`src/rtl/mme_pkg.sv`:
```
package mme_pkg;

	localparam int MAX_DIM_DEF   = 8;
	localparam int ELEM_BITS_DEF = 32;
	localparam int FRAC_BITS_DEF = 16;

	localparam int VAL_W  = 32;
	localparam int IDX_FW = 3;
	localparam int CFG_W  = 4;
	localparam int CFG_IW = 2;

	localparam logic [CFG_W-1:0] DIM_RESET = CFG_W'(4);

	typedef enum logic [1:0] {
		OP_LOAD_A = 2'd0,
		OP_LOAD_B = 2'd1,
		OP_MUL    = 2'd2,
		OP_NONE   = 2'd3
	} opcode_t;

	typedef enum logic [CFG_IW-1:0] {
		CFG_ROWS_A = 2'd0,
		CFG_INNER  = 2'd1,
		CFG_COLS_B = 2'd2,
		CFG_SPARE  = 2'd3
	} cfg_idx_t;

	typedef enum logic [1:0] {
		ST_IDLE,
		ST_MAC,
		ST_WAIT,
		ST_EMIT
	} state_t;

	typedef struct packed {
		logic acc_vld;
		logic acc_first;
		logic load;
		logic shift;
	} cell_ctl_t;

	// last index of a dimension: 0 acts as 1, above the maximum acts as the maximum
	function automatic int dim_last(input logic [CFG_W-1:0] v, input int max_dim);
		int n;
		n = int'(v);
		if (n < 1) n = 1;
		if (n > max_dim) n = max_dim;
		return n - 1;
	endfunction

endpackage

```
`src/rtl/mme_cell.sv`:
```
module mme_cell #(
	parameter int MAX_DIM   = mme_pkg::MAX_DIM_DEF,
	parameter int ELEM_BITS = mme_pkg::ELEM_BITS_DEF,
	parameter int FRAC_BITS = mme_pkg::FRAC_BITS_DEF,
	parameter int IDX_W     = (MAX_DIM > 1) ? $clog2(MAX_DIM) : 1
) (
	input  logic                        clk,
	input  logic                        b_we,
	input  logic [IDX_W-1:0]            b_waddr,
	input  logic signed [ELEM_BITS-1:0] b_wdata,
	input  logic [IDX_W-1:0]            b_raddr,
	input  logic signed [ELEM_BITS-1:0] a_s1,
	input  mme_pkg::cell_ctl_t          ctl,
	input  logic signed [ELEM_BITS-1:0] shift_in,
	output logic signed [ELEM_BITS-1:0] shift_out
);
	import mme_pkg::*;

	localparam int PROD_W = 2 * ELEM_BITS;
	localparam int ACC_W  = PROD_W + 4;
	localparam logic signed [ACC_W-1:0] SAT_MAX =
		{{(ACC_W-ELEM_BITS+1){1'b0}}, {(ELEM_BITS-1){1'b1}}};
	localparam logic signed [ACC_W-1:0] SAT_MIN =
		{{(ACC_W-ELEM_BITS+1){1'b1}}, {(ELEM_BITS-1){1'b0}}};

	logic signed [ELEM_BITS-1:0] b_mem [MAX_DIM];
	logic signed [ELEM_BITS-1:0] b_s1;
	logic signed [PROD_W-1:0]    prod_s2;
	logic signed [ACC_W-1:0]     acc_q;
	logic signed [ACC_W-1:0]     shifted;
	logic signed [ELEM_BITS-1:0] sat;
	logic signed [ELEM_BITS-1:0] out_q;

	always_ff @(posedge clk) begin
		if (b_we) begin
			b_mem[b_waddr] <= b_wdata;
		end
		b_s1 <= b_mem[b_raddr];
	end

	always_ff @(posedge clk) begin
		prod_s2 <= a_s1 * b_s1;
	end

	always_ff @(posedge clk) begin
		if (ctl.acc_vld) begin
			if (ctl.acc_first) begin
				acc_q <= ACC_W'(prod_s2);
			end else begin
				acc_q <= acc_q + ACC_W'(prod_s2);
			end
		end
	end

	// floor shift, then clip to the element range
	always_comb begin
		shifted = acc_q >>> FRAC_BITS;
		if (shifted > SAT_MAX) begin
			sat = SAT_MAX[ELEM_BITS-1:0];
		end else if (shifted < SAT_MIN) begin
			sat = SAT_MIN[ELEM_BITS-1:0];
		end else begin
			sat = shifted[ELEM_BITS-1:0];
		end
	end

	always_ff @(posedge clk) begin
		if (ctl.load) begin
			out_q <= sat;
		end else if (ctl.shift) begin
			out_q <= shift_in;
		end
	end

	assign shift_out = out_q;

endmodule

```
`config.mk`:
```
export PLATFORM = sky130hd
export DESIGN_NAME = mme_cell
export DESIGN_NICKNAME = d
export VERILOG_FILES = /design/src/rtl/mme_pkg.sv /design/src/rtl/mme_cell.sv
export SDC_FILE = /design/constraint.sdc
export NUM_CORES = 2
export LEC_CHECK = 0
export ABC_AREA = 1
export BUFFER_PORTS_ARGS = -buffer_cell sky130_fd_sc_hd__buf_4
export CORE_ASPECT_RATIO = 1.25
export CORE_UTILIZATION = 35
export DETAILED_ROUTE_END_ITERATION = 16
export GPL_TIMING_DRIVEN = 0
export RECOVER_POWER = 100
export REMOVE_ABC_BUFFERS = 1
export SYNTH_ARGS = -nofsm -noshare
export SYNTH_HDL_FRONTEND = slang
export SYNTH_SLANG_ARGS = --single-unit
export TNS_END_PERCENT = 10
```
`constraint.sdc`:
```
create_clock -name clk -period 7.9 [get_ports clk]
set_input_delay 1.185 -clock clk [delete_from_list [all_inputs] [get_ports clk]]
set_output_delay 1.185 -clock clk [all_outputs]
set_load 0.01 [all_outputs]
```
== Word level (Yosys, flattened, before mapping) ==
Memory sizes are Yosys's and may differ from the RTL's. A register that Yosys moved wholly into a read port is not among the register bits.
Index checks and enable logic that the tools add are counted.
W data, S select, Z words.
Word-level totals
  bits in registers: 164
  bits in writable memories: 256
  input bits: 108
  output and inout bits: 32
  word-level logic and storage cells: 16
  memories kept: 1
Memories
  b_mem: words 8, bits a word 32, rd ports 1, clocked after memory_dff 1, write ports 1, line mme_cell.sv:26  | logic signed [ELEM_BITS-1:0] b_mem [MAX_DIM];
Operators by class
  $add $sub $neg: 1
  multipliers: 1
  $lt $le $gt $ge: 2
  mux-type cells: 7
  reduce and logical (&&, ||, !) cells: 1
Operators by type and width (count)
  $mux W32: 4
  $add A68 B64 Y68: 1
  $mux W68: 1
  $mul A32 B32 Y64: 1
  $gt A52 B32 Y1 const B: 1
  $lt A52 B32 Y1 const B: 1
  $mux W1: 2
  $reduce_bool A2 Y1: 1

== Longest topological paths before layout ==
  word-level depth: 4
  mapped depth: 30
  depth with buffers taken out: 29

== Least setup slack after synthesis ==
OpenSTA, ideal clock, no wires.
  path type: input-to-reg
  from: in a_s1[31]
  to: reg prod_s2[55]
  setup time: 113 ps
  data arrival time: 8106 ps
  data required time: 7787 ps
  setup slack: -319 ps
  stages on the path: 26
  buffers on the path: 1
  cells stage by stage: clkbuf_1 nand2_1 fa_1 fa_1 inv_1 fa_1 inv_1 fa_1 inv_1 fa_1 fa_1 inv_1 fa_1 fa_1 inv_1 ha_1 nand2_1 nor2_1 inv_2 nor2_1 inv_1 nor2_1 nand2_1 o21bai_1 nand4_1 nand2_1
Between the ends
  longest elaborated chain between the ends: 1
RTL lines
  from (decl): line mme_cell.sv:12  | input logic signed [ELEM_BITS-1:0] a_s1,
  $mul A32 B32 Y64: line mme_cell.sv:42  | prod_s2 <= a_s1 * b_s1;
  to (signal assigned): line mme_cell.sv:42
  to (decl): line mme_cell.sv:28  | logic signed [PROD_W-1:0] prod_s2;
Every way passes these cells.
A chain may end at the register's enable or synchronous reset.

== Final worst setup path ==
  from: in a_s1[24]
  to: reg prod_s2[62]
The elaborated chain is that of the path after synthesis.

==> summary.md <==
| Metric | Value |
|---|---|
| Mean Syn Cell Area | 8.33 um^2 |
| Drt initial violations | 2699 |
| Status | finished, violations left |
| Cell area after layout | 64600 um^2 |
| Synth warnings | 0 |
| RSZ-0062 raised after global routing | yes |
| GRT Residual Overflow | 0 |
| Number of global-route vias before repair | 49900 |
| TritonRoute pass-1 iters | 6 |
| Met3 wire len | 8150 um |
| Largest family of logic cells by synthesized area | adder cells |
| Final setup violation count | 0 |
| Hold path start | b_mem[1][29] |
| Nets | 8577 |
| Max Fclk | 0.128 GHz |
| Worst reg2reg endpoint | prod_s2[61] |
| Worst Setup End Kind | flop |
| Min-delay worst type | reg -> reg |
| Mapped Cells | 7182 |
| Area of the mapped netlist | 59800 um^2 |
| Req. time, crit path | 8440 ps |
| Routed vias/inst | 4.86 |
| Drt wl/cell | 18.3 um |
| Post-synth EDFFs | 356 |
| Crit Path Category | in -> reg |
| Met2 WL | 89600 um |
| Clock Tree Root | clkbuf_16 |
| Clk buf depth | 3 |
| Initial antenna violation count | 2 |
| Area post-placement | 63000 um^2 |
| Fin. Hold Viols | 0 |
| CTS H-Tree Depth | 2 |
| Crit-path leading delay family | adder cells |
| Register Area | 12700 um^2 |
| Die area | 173000 um^2 |
| R2R setup slack | 220 ps |
| XOR/XNOR Fraction of Synth Area | 0.995% |
| Critical R2R Launch | b_s1[4] |
| Simple-Gate Fraction of Synth Area | 17.4% |
| Mux share of post-synthesis cell area | 0.0188% |
| Max stage delay on crit path | 580 ps |
| I/O pin count | 140 |
| Pin count of the biggest net entering global routing | 130 |
| Residual DRC | 0 |
| Clock skew | 87.7 ps |
| GRT Overall Usage | 20.2% |
| Synth cell types | 50 |
| IO buf count | 139 |
| Slowest-stage cell, CP | fa_1 |
| Buf+Inv Stages, Crit Path | 4 |
| Crit path DAT | 8380 ps |
| Reg2Reg Depth | 25 |
| Die width | 372 um |
| CTS tree | built |
| Worst-skew pair later-pin latency | 680 ps |
| Critical path origin | a_s1[24] |
| Crit-path max FO | 32 |
| Post-synthesis compound-gate area fraction | 5.77% |
| Register area share after synthesis | 21.1% |
| Worst Hold Path EP | b_s1[29] |
| Final setup TNS | 0 ps |
| Met1 wire length | 66200 um |
| Share of cells above drive strength 1 | 4.30% |
| Total of fill cells in the finished design | 17300 |
| Max-slew headroom | -183% |
| Failing checks | max-capacitance violations, max-slew violations |
| First-pass GRT wire length | 273000 um |
| Antenna Violating Nets Remaining | 0 |
| Final wirelength | 172000 um |
| Crit path top cell by count | fa_1 |
| Fin. max-slew vios | 534 |
| Core area | 170000 um^2 |
| Final HPWL DP | 137000 um |
| GP Congestion | 0.999 |
| Post-synth top flop | edfxtp_1 |
| Synth-to-Final Area Change | 8.04% |
| Worst path cell trace | buf_4 > nand2_1 > fa_1 > fa_1 > fa_1 > fa_1 > inv_1 > fa_1 > inv_1 > fa_1 > fa_1 > fa_1 > inv_1 > ha_1 > a21oi_1 > o21ai_0 > a21oi_1 > nand2_1 > o21bai_2 > nand3_1 > nand2_1 > nand2_1 > nand2_1 |
| Die height | 464 um |
| CP Launch Type | input port |
| Tcrit/Tclk final | 99.2% |
| Multi-input gate area | 39400 um^2 |
| Hold path depth | 2 |
| FF+latch count, synth | 452 |
| Adder-cell area share of the yosys netlist | 41.5% |
| Slew @ Worst Pin | 4240 ps |
| Maxcap violations | 14 |
| Top Layer Used | met5 |
| TritonCTS Sinks | 452 |
| Ys async rst share | 0% |
| Num rows | 169 |
| Vias | 45700 |
| Clock transition at the registers of the reported paths | 60 ps |
| Num CTS Buffers | 51 |
| Final min period | 7840 ps |
| Pre-CTS WS | -1820 ps |
| Diode count | 0 |
| Starting Density | 35.2% |
| Worst setup margin | 61.6 ps |
==> cell usage after synthesis, types with 35 or more instances <==
library cell  instances  share of area (%)
inv_1              1832                 11
nand2_1            1792                 11
fa_1               1083                 36
nor2_1              533                3.3
edfxtp_1            356                 18
ha_1                251                5.2
clkbuf_1            243                1.5
o21ai_0             221                1.8
a21oi_1             169                1.4
nand3_1             147                1.2
dfxtp_1              96                3.2
xor2_1               41               0.60
a31oi_1              38               0.40
o21a_1               35               0.44
==> metrics by stage <==
step	hold WS [ps]	utilization, %	std cells
global placement	524	36.9	9278
CTS	489	38.3	9396
floorplan	506	-	6916
finish	503	38.1	9401
global route	548	38.1	9401
detailed placement	525	37.1	9290
==> cell families after synthesis <==
group           Yosys count
simple gates           2620
buf+inv                2107
fa+ha+maj              1334
compound gates          600
flops                   452
xor+xnor                 68
mux                       1
==> worst register-to-register path: stages, from the launching register on <==
cell and delay [ps]:
dfxtp_4 650, nand2_1 170, fa_2 510, fa_1 580
inv_1 90, fa_2 590, buf_12 140, inv_1 60
fa_2 610, clkinvlp_4 130, buf_4 160, buf_4 160
fa_1 480, inv_1 50, fa_1 560, fa_1 450
fa_1 530, inv_1 50, ha_2 380, nand2_1 130
nor2_2 190, nand2_2 130, nor4_2 270, nand2_1 190
nand3_1 130, nand2_1 120
==> sequential cells by signal, summed over array words and instances (netlist names) <==
register,flops
acc_q,68
b_mem,256
b_s1,32
shift_out,32
prod_s2,64
==> routing by layer <==
metal / vias up / track usage (%)
li1: 21100 / -
met1: 22800 / 23.5
met2: 1339 / 37.4
met3: 423 / 2.14
met4: 4 / 8.31
met5: - / 0
==> layout make-up <==
class / count / share of cell area [%]
multi-input combinational: 4623 / 60.9
sequential: 452 / 19.6
inverter: 1841 / 10.7
tap: 2223 / 4.30
clock buffer: 70 / 2.35
timing repair buffer: 165 / 1.63
clock inverter: 26 / 0.466
timing repair inverter: 1 / 0.0116
==> placed cells by master (no fill, tap or decap), drive strengths merged, types with 2 or more instances in the layout <==
cell type,synthesis,layout
inv,1840,1839
nand2,1805,1805
fa,1083,1083
nor2,544,544
edfxtp,356,356
ha,251,251
o21ai,241,241
a21oi,175,175
clkbuf,243,151
nand3,150,150
dfxtp,96,96
buf,23,84
xor2,41,41
a31oi,38,38
o21a,35,35
o211ai,35,35
nand4,32,32
o22ai,32,32
o21bai,29,29
xnor2,27,27
or2,27,27
nor3,23,23
nand3b,19,19
clkinv,1,18
nor4,14,14
a21o,9,9
clkinvlp,0,8
a21boi,4,4
bufinv,0,3
and3,2,2
nand2b,2,2
==> worst max-delay path by stage <==
stage / cells past startpoint / slack, ps / to
after floorplan: 25 / -40 / prod_s2[55]
after global placement: 25 / -1840 / prod_s2[57]
after detailed placement: 25 / -1820 / prod_s2[57]
after CTS: 22 / 10 / prod_s2[61]
after global routing: 27 / -80 / prod_s2[61]
final: 23 / 60 / prod_s2[62]
==> timing repair <==
item,in CTS,in global routing
hold buffers,0,0
buffers inserted,10,3
pin swaps,3,2
setup endpoints to repair,28,18
gates cloned,0,1
gates resized for setup,30,37
Power is left out: the tool's default activity adds up to more than one toggle a clock period on the data nets, which glitch-free logic cannot reach.
