[src/rtl/mme_pkg.sv]
package mme_pkg;

	localparam int MAX_DIM_DEF   = 8;
	localparam int ELEM_BITS_DEF = 32;
	localparam int FRAC_BITS_DEF = 16;

	localparam int VAL_W  = 32;
	localparam int IDX_FW = 3;
	localparam int CFG_W  = 4;
	localparam int CFG_IW = 2;

	localparam logic [CFG_W-1:0] DIM_RESET = CFG_W'(4);

	typedef enum logic [1:0] {
		OP_LOAD_A = 2'd0,
		OP_LOAD_B = 2'd1,
		OP_MUL    = 2'd2,
		OP_NONE   = 2'd3
	} opcode_t;

	typedef enum logic [CFG_IW-1:0] {
		CFG_ROWS_A = 2'd0,
		CFG_INNER  = 2'd1,
		CFG_COLS_B = 2'd2,
		CFG_SPARE  = 2'd3
	} cfg_idx_t;

	typedef enum logic [1:0] {
		ST_IDLE,
		ST_MAC,
		ST_WAIT,
		ST_EMIT
	} state_t;

	typedef struct packed {
		logic acc_vld;
		logic acc_first;
		logic load;
		logic shift;
	} cell_ctl_t;

	// last index of a dimension: 0 acts as 1, above the maximum acts as the maximum
	function automatic int dim_last(input logic [CFG_W-1:0] v, input int max_dim);
		int n;
		n = int'(v);
		if (n < 1) n = 1;
		if (n > max_dim) n = max_dim;
		return n - 1;
	endfunction

endpackage

[src/rtl/mme_ctrl.sv]
module mme_ctrl #(
	parameter int MAX_DIM = mme_pkg::MAX_DIM_DEF,
	parameter int IDX_W   = (MAX_DIM > 1) ? $clog2(MAX_DIM) : 1
) (
	input  logic                         clk,
	input  logic                         arst_n,
	input  logic                         cfg_we,
	input  logic [mme_pkg::CFG_IW-1:0]   cfg_index,
	input  logic [mme_pkg::CFG_W-1:0]    cfg_data,
	input  logic                         in_accept,
	input  logic [1:0]                   in_op,
	input  logic                         out_accept,
	output logic                         in_ready,
	output logic                         out_valid,
	output logic                         out_last,
	output logic [IDX_W-1:0]             row,
	output logic [IDX_W-1:0]             col,
	output logic [IDX_W-1:0]             k_idx,
	output mme_pkg::cell_ctl_t           ctl
);
	import mme_pkg::*;

	typedef struct packed {
		logic vld;
		logic first;
		logic last;
	} pipe_t;

	state_t           state_q, state_d;
	logic [CFG_W-1:0] rows_q, inner_q, cols_q;
	logic [IDX_W-1:0] r_q, c_q, k_q;
	logic [IDX_W-1:0] r_last, k_last, c_last;
	pipe_t            p_s1, p_s2;
	logic             load_s3;
	logic             issue;

	assign r_last = IDX_W'(dim_last(rows_q, MAX_DIM));
	assign k_last = IDX_W'(dim_last(inner_q, MAX_DIM));
	assign c_last = IDX_W'(dim_last(cols_q, MAX_DIM));

	always_ff @(posedge clk or negedge arst_n) begin
		if (!arst_n) begin
			rows_q  <= DIM_RESET;
			inner_q <= DIM_RESET;
			cols_q  <= DIM_RESET;
		end else if (cfg_we) begin
			unique case (cfg_idx_t'(cfg_index))
				CFG_ROWS_A: rows_q  <= cfg_data;
				CFG_INNER:  inner_q <= cfg_data;
				CFG_COLS_B: cols_q  <= cfg_data;
				default:    ;
			endcase
		end
	end

	always_comb begin
		state_d = state_q;
		unique case (state_q)
			ST_IDLE: if (in_accept && opcode_t'(in_op) == OP_MUL) state_d = ST_MAC;
			ST_MAC:  if (k_q == k_last) state_d = ST_WAIT;
			ST_WAIT: if (load_s3) state_d = ST_EMIT;
			ST_EMIT: begin
				if (out_accept && c_q == c_last) begin
					state_d = (r_q == r_last) ? ST_IDLE : ST_MAC;
				end
			end
			default: state_d = ST_IDLE;
		endcase
	end

	always_comb begin
		in_ready  = (state_q == ST_IDLE);
		out_valid = (state_q == ST_EMIT);
		issue     = (state_q == ST_MAC);
		out_last  = (r_q == r_last) && (c_q == c_last);
	end

	always_ff @(posedge clk or negedge arst_n) begin
		if (!arst_n) begin
			state_q <= ST_IDLE;
			r_q     <= '0;
			c_q     <= '0;
			k_q     <= '0;
			p_s1    <= '0;
			p_s2    <= '0;
			load_s3 <= 1'b0;
		end else begin
			state_q <= state_d;
			p_s1    <= '{vld: issue, first: (k_q == '0), last: (k_q == k_last)};
			p_s2    <= p_s1;
			load_s3 <= p_s2.vld && p_s2.last;
			if (state_q == ST_IDLE) begin
				r_q <= '0;
				c_q <= '0;
				k_q <= '0;
			end else if (issue) begin
				k_q <= (k_q == k_last) ? '0 : k_q + 1'b1;
			end else if (state_q == ST_EMIT && out_accept) begin
				if (c_q == c_last) begin
					c_q <= '0;
					r_q <= r_q + 1'b1;
				end else begin
					c_q <= c_q + 1'b1;
				end
			end
		end
	end

	assign row   = r_q;
	assign col   = c_q;
	assign k_idx = k_q;
	assign ctl   = '{acc_vld: p_s2.vld, acc_first: p_s2.first, load: load_s3,
		shift: (state_q == ST_EMIT) && out_accept};

endmodule

[config.mk]
export PLATFORM = sky130hd
export DESIGN_NAME = mme_ctrl
export DESIGN_NICKNAME = d
export VERILOG_FILES = /design/src/rtl/mme_pkg.sv /design/src/rtl/mme_ctrl.sv
export SDC_FILE = /design/constraint.sdc
export NUM_CORES = 1
export LEC_CHECK = 0
export BUFFER_PORTS_ARGS = -buffer_cell sky130_fd_sc_hd__clkbuf_2
export CAP_MARGIN = 10
export CORE_AREA = 2 2 58 60
export CTS_CLUSTER_DIAMETER = 120
export CTS_CLUSTER_SIZE = 14
export DETAILED_ROUTE_END_ITERATION = 8
export DIE_AREA = 0 0 60 62
export PLACE_DENSITY = 0.79
export SLEW_MARGIN = 20
export SYNTH_ARGS = -nofsm -noshare
export SYNTH_HDL_FRONTEND = slang
export SYNTH_SLANG_ARGS = --single-unit
[constraint.sdc]
create_clock -name clk -period 3.2 [get_ports clk]
set_input_delay 0.64 -clock clk [delete_from_list [all_inputs] [get_ports clk]]
set_output_delay 0.64 -clock clk [all_outputs]
set_load 0.005 [all_outputs]
# Yosys cells after proc, flatten, opt, wreduce, memory -nomap -nowiden
# Cells that the tools add are included.
# op_classes
n_addsub,6
order_cmp,6
n_eq_ne,14
mux,23
reduce_logical,17
# ops
operator,count
2-to-1 mux 3 bit,14
greater-than comparator 4 bit (second input constant),3
< comparator 4 x 1 -> 1 bit (second input constant),3
2-to-1 mux 4 bit,3
adder 3 x 1 -> 3 bit (second input constant),3
== test 3 bit,3
subtractor 3 x 2 -> 3 bit (second input constant),3
== test 2 bit (second input constant),4
2-to-1 mux 2 bit,4
case mux 2 bit (4 select lines),1
AND reduction 2 bit,4
inequality test 2 x 1 -> 1 bit (second input constant),3
nonzero test 2 bit,3
logical AND 1 bit,5
== test 2 x 1 -> 1 bit (second input constant),2
zero test 2 bit,2
inequality test 2 bit (second input constant),2
AND reduction 4 bit,1
zero test 3 bit,1
AND reduction 3 bit,1
2-to-1 mux 1 bit,1
# totals
register_bits,30
input_bits,13
out_inout_bits,16

# Longest topological paths before layout
# logic_depth
word_depth,10
ltp_mapped,9
depth_no_buf,9

# Worst setup path after synthesis
# Ideal clock, no wire load.
# synth_timing
path_kind,flip-flop to flip-flop
from,register inner_q[1]
to,register state_q[1]
arrival_time_ns,2.198
t_required_ns,3.075
path_slack_ns,0.877
path_stages_with_launch,10
path_buffers,0
cell_sequence,dfrtp_1 o21ba_1 or2_2 ha_1 xor2_1 xnor2_1 o211ai_1 a222oi_1 nand2_1 mux2_4
# synth_between
elab_chain_cells,8
# synth_lines
item,line,rtl
from (decl),mme_ctrl.sv:30,"logic [CFG_W-1:0] rows_q, inner_q, cols_q;"
from (signal assigned),mme_ctrl.sv:49,CFG_INNER: inner_q <= cfg_data;
< comparator 4 x 1 -> 1 bit,mme_pkg.sv:46,if (n < 1) n = 1;
2-to-1 mux 4 bit (*),mme_pkg.sv:46,
greater-than comparator 4 bit,mme_pkg.sv:47,if (n > max_dim) n = max_dim;
2-to-1 mux 3 bit (*),mme_pkg.sv:47,
subtractor 3 x 2 -> 3 bit (*),mme_pkg.sv:48,return n - 1;
== test 3 bit (*),mme_ctrl.sv:60,ST_MAC: if (k_q == k_last) state_d = ST_WAIT;
inequality test 2 x 1 -> 1 bit (no line) (*),-,
AND reduction 4 bit (no line) (*),-,
to (signal assigned),mme_ctrl.sv:88,state_q <= state_d;
to (decl),mme_ctrl.sv:29,"state_t state_q, state_d;"
# Every way passes the cells marked *; elsewhere a longest branch is shown, timed or not.
# A chain may end at the register's enable or synchronous reset.

# Final worst setup path
# layout_timing
from,register cols_q[1]
to,output port out_last
# layout_between
elab_chain_cells,7
# layout_lines
item,line,rtl
from (decl),mme_ctrl.sv:30,
from (signal assigned),mme_ctrl.sv:50,CFG_COLS_B: cols_q <= cfg_data;
< comparator 4 x 1 -> 1 bit,mme_pkg.sv:46,
2-to-1 mux 4 bit (*),mme_pkg.sv:46,
greater-than comparator 4 bit,mme_pkg.sv:47,
2-to-1 mux 3 bit (*),mme_pkg.sv:47,
subtractor 3 x 2 -> 3 bit (*),mme_pkg.sv:48,
== test 3 bit (*),mme_ctrl.sv:75,out_last = (r_q == r_last) && (c_q == c_last);
logical AND 1 bit (*),mme_ctrl.sv:75,
to (decl),mme_ctrl.sv:15,"output logic out_last,"
# Marked as above.

==> results <==
- The average routed wire per standard cell is 12.97 um.
- For this configuration, the core starts out at a cell density of 50.49%.
- Net switching is 38.27% of the power.
- The overall overflow remaining after global route is 0.
- The min-delay analysis places its worst path in the category input pin to async pin.
- Walking the worst path, the cells encountered are o21ba_1, or2_2, ha_1, xor2_1, xnor2_1, o211ai_1, nor2_1, clkbuf_2.
- The die covers 3720 um^2.
- The cell area after synthesis is 1605 um^2.
- Summed over all nets, wire length on met3 after detailed routing comes to 138 um.
- The register bit count reported by yosys is 30.
- The cell family with the largest share of critical-path delay is simple AND/OR/NAND/NOR gates.
- In this run, post-CTS repair resized a total of 0 instances.
- The nature of the critical path startpoint is a flop.
- The top cell type's share of synthesized area is 42.09%.
- The detailed router finished its first iteration with 94 violations.
- The maximum count of clock buffers along a single path is 2.
- Based on the critical path, the design can be clocked at up to 353.8 MHz.
- Max-cap violations in this run came to 0.
- The floorplan step set the die height to 62 um.
- Dividing the final minimum period by the clock period gives 88.33%.
- The slowest cell on the critical path is sky130_fd_sc_hd__dfrtp_1.
- The share of the Yosys chip area taken by registers is 47.00%.
- The buffer count from post-CTS setup fixing is 0.
- For this run, the total global-route usage over all layers was measured as 19.14%.
- For the final database, setup skew stands at 7.914 ps.
- The number of hold violations in the final report is 0.
- The remaining antenna violation count after routing is 0.
- The signal arrival time at the worst endpoint is 2190 ps.
- The relative slew slack is 50.33%.
- The maximum level of the CTS H-tree is 2.
- The root buffer cell chosen for the clock tree is sky130_fd_sc_hd__clkbuf_4.
- The total routed wirelength is 2.906 mm.
- The transition time of the tightest slew-check pin is 745.1 ps.
- When the netlist entered floorplanning its net count stood at 170.
- The peak supply drop is 379.4 uV.
- The power share of the combinational group is 43.5%.
- The internal power consumption is 930.6 uW.
- At the end of routability-driven placement, the weighted congestion stood at 0.8044.
- Dividing the detail-routed via count by the number of cells gives 5.094.
- Setup violations remaining at the end of the flow were counted as 0.
- STA classifies the critical path endpoint as an output port.
- The pin count of the biggest net entering global routing is 31.
- The sequential share of power is 40.6%.
- The largest area contributor in the synthesized netlist is sky130_fd_sc_hd__dfrtp_1.
- The met1 wire length is 1.304 mm.
- The main flop type after synthesis is sky130_fd_sc_hd__dfrtp_1.
- The cts-stage hold buffer count is 0.
- Routed signal wires occupy layers up through met4.
- For the worst setup path, the data required time is 2560 ps.
- The global-route wire length before repair is 5.126 mm.
- The initial antenna violation count came to 0.
- In this run the count of I/O pins placed on the die edge is 29.
- The clock latency on the worst-skew pair is 340 ps.
- Measured on the finished design, the core utilization comes to 57.89%.
- In this run the mean area of a mapped cell was 11.00 um^2.
- The count of cell types in the netlist is 33.
- The TritonCTS clock tree is built.
- Setup total negative slack on the finished layout was measured at 0 ps.
- The count of warnings emitted by yosys is 0.
- The power per standard cell area is 819.1 nW/um^2.
- The first-pass detailed-route iteration total is 4.
- Of the total power, the clock network draws 15.9%.
- Along the worst path, the maximum fanout reaches 3.
- The total area inside the core boundary comes to 3179 um^2.
- The floorplan step set the die width to 60 um.
- After legalization and detailed placement, the total HPWL measured 2.247 mm.
- The number of buffer and inverter instances along the worst setup path is 1.
- The total via count after detailed routing is 1141.
- The static leakage is 0.8905 nW.
- Counting the buffers created by CTS gives 5.
- Setup repair after global routing left no endpoint under its margin.
- The number of cells produced by synthesis is 146.
- The number of buffers inserted by port buffering is 28.
- The net load switching power is 576.9 uW.
- The share of post-route cells with drive strength above 1 is 30.34%.
- Clock-pin slew was measured on the worst setup and hold paths at 100 ps.
- The final layout contains 201 nets.
- The number of placement rows is 21.
- The total count of max-transition violations in the final report came to 0.
- The number of enable-type register cells in the synthesized netlist is 0.
- In the post-synthesis netlist, the biggest area contributors are sky130_fd_sc_hd__dfrtp_1 42%, sky130_fd_sc_hd__ha_1 8.6%, sky130_fd_sc_hd__mux2_2 8.4%, sky130_fd_sc_hd__dfstp_2 4.9%, sky130_fd_sc_hd__xor2_1 3.3%.
- Counting every sink on the clock net gives 30.
- After detailed routing, the number of remaining DRC violations is 0.
- The number of global-route vias before repair is 1134.
- The flow ran to the end, and the final reports show no timing, DRC or antenna violations.
- The delay of the slowest cell on the worst path is 400 ps.
- After layout, the minimum clock period comes to 2827 ps.
- The startpoint-to-endpoint class of the critical path is flop to output port.
- The routed design uses 1.423 mm of met2 wire.
- The repair_antennas step left the layout with diodes totalling 0.
- The share of flip-flops with an asynchronous set or reset is 100.0%.
- The area overhead of the layout relative to synthesis is 14.65%.
## routing by layer
metal / up-vias / track usage [%]
met5: - / 0
met4: 0 / 7.302
met3: 5 / 7.246
met2: 22 / 31.37
met1: 547 / 23.05
li1: 567 / -
## registers in the layout, indices dropped and copies added, names as in the netlist
name     count
ctl          2
p_s2         1
row          3
p_s1         3
inner_q      4
load_s3      1
cols_q       4
rows_q       4
state_q      2
col          3
k_idx        3
## area by class of cell
type,count,area [um^2]
Multi-Input combinational cell,103,790.8
Clock buffer,6,51.30
Inverter,9,33.78
Sequential cell,30,754.5
Clock inverter,2,12.51
Tap cell,46,57.56
Timing Repair Buffer,28,140.1
Fill cell,275,1339
## worst paths after layout
path                                       start                      to  slack [ps]  depth (start not counted)
setup / recovery           cols_q[1]$_DFFE_PN0P_                out_last         370                          8
hold / removal                            arst_n      col[0]$_DFFE_PN0P_         350                          1
setup reg to reg           cols_q[1]$_DFFE_PN0P_  state_q[1]$_DFFE_PN0P_         700                          9
hold reg to reg                p_s1[0]$_DFF_PN0_       p_s2[0]$_DFF_PN0_         360                          0
max in group asynchronous                 arst_n  inner_q[0]$_DFFE_PN0P_        2370                          1
min in group clk               p_s1[0]$_DFF_PN0_       p_s2[0]$_DFF_PN0_         360                          0
## worst reg2reg max path: cells and delay by family, from the launching register on
kind | cells | cell delay, ps
and+or+nand+nor | 2 | 440
adders and majority gates | 1 | 210
xor gates and xnor gates | 2 | 350
DFF | 1 | 400
AOI/OAI and AO/OA | 3 | 670
muxes | 1 | 310
## cell usage after synthesis (4+ instances only)
cell type                   n
sky130_fd_sc_hd__dfrtp_1   27
sky130_fd_sc_hd__mux2_2    12
sky130_fd_sc_hd__nand2_1   12
sky130_fd_sc_hd__ha_1      11
sky130_fd_sc_hd__inv_1      9
sky130_fd_sc_hd__nor2_1     6
sky130_fd_sc_hd__xor2_1     6
sky130_fd_sc_hd__nor2b_1    5
sky130_fd_sc_hd__o21ai_0    5
sky130_fd_sc_hd__a21oi_1    4
sky130_fd_sc_hd__nand2b_1   4
sky130_fd_sc_hd__nand3b_1   4
sky130_fd_sc_hd__xnor2_1    4
## logic make-up after synthesis
logic type      synth area share [%]
compound gates                 10.91
flops                          47.00
fa+ha+maj                      8.574
mux                            10.60
xor+xnor                       5.456
simple gates                   13.72
buf+inv                        3.741
## power groups by stage
stage | combinational, mW | clock (mW) | sequential (mW)
after floorplan | 0.498 | 0 | 0.596
after detailed placement | 0.661 | 0 | 0.621
after global routing | 0.758 | 0.267 | 0.632
final | 0.656 | 0.240 | 0.611
after CTS | 0.664 | 0.244 | 0.612
after global placement | 0.617 | 0 | 0.610
## cells in the final DEF, fill, tap and decap left out, types with 2 or more instances in the layout
| cell type | count |
|---|---|
| sky130_fd_sc_hd__mux2i_1 | 2 |
| sky130_fd_sc_hd__xnor2_1 | 4 |
| sky130_fd_sc_hd__dfstp_2 | 3 |
| sky130_fd_sc_hd__inv_1 | 9 |
| sky130_fd_sc_hd__dfrtp_1 | 27 |
| sky130_fd_sc_hd__nor2_1 | 6 |
| sky130_fd_sc_hd__o21a_1 | 2 |
| sky130_fd_sc_hd__a21oi_1 | 4 |
| sky130_fd_sc_hd__xor2_1 | 6 |
| sky130_fd_sc_hd__nand3b_1 | 4 |
| sky130_fd_sc_hd__a22o_1 | 2 |
| sky130_fd_sc_hd__nand2_1 | 12 |
| sky130_fd_sc_hd__nor3_1 | 3 |
| sky130_fd_sc_hd__nand2b_1 | 4 |
| sky130_fd_sc_hd__nand3_1 | 2 |
| sky130_fd_sc_hd__nor2b_1 | 5 |
| sky130_fd_sc_hd__o21bai_1 | 2 |
| sky130_fd_sc_hd__o22ai_1 | 2 |
| sky130_fd_sc_hd__nor3b_1 | 3 |
| sky130_fd_sc_hd__o211ai_1 | 2 |
| sky130_fd_sc_hd__o21ba_1 | 2 |
| sky130_fd_sc_hd__o21ai_0 | 5 |
| sky130_fd_sc_hd__or2_2 | 2 |
| sky130_fd_sc_hd__clkbuf_2 | 28 |
| sky130_fd_sc_hd__ha_1 | 11 |
| sky130_fd_sc_hd__clkbuf_4 | 5 |
| sky130_fd_sc_hd__mux2_2 | 12 |
## per-stage QoR
stage | cells | area, um^2 | hold WS (ps) | total power [mW] | setup WS (ps)
6_report | 224 | 1841 | 352.6 | 1.508 | 373.5
5_1_grt | 224 | 1841 | 362.3 | 1.657 | 211.4
4_1_cts | 224 | 1841 | 356.8 | 1.521 | 363.5
3_5_place_dp | 216 | 1777 | 334.7 | 1.282 | 700.9
3_3_place_gp | 216 | 1777 | 333.0 | 1.227 | 771.5
2_1_floorplan | 146 | 1605 | 331.2 | 1.094 | 876.6
No activity file was read; power rests on OpenSTA's default activity.
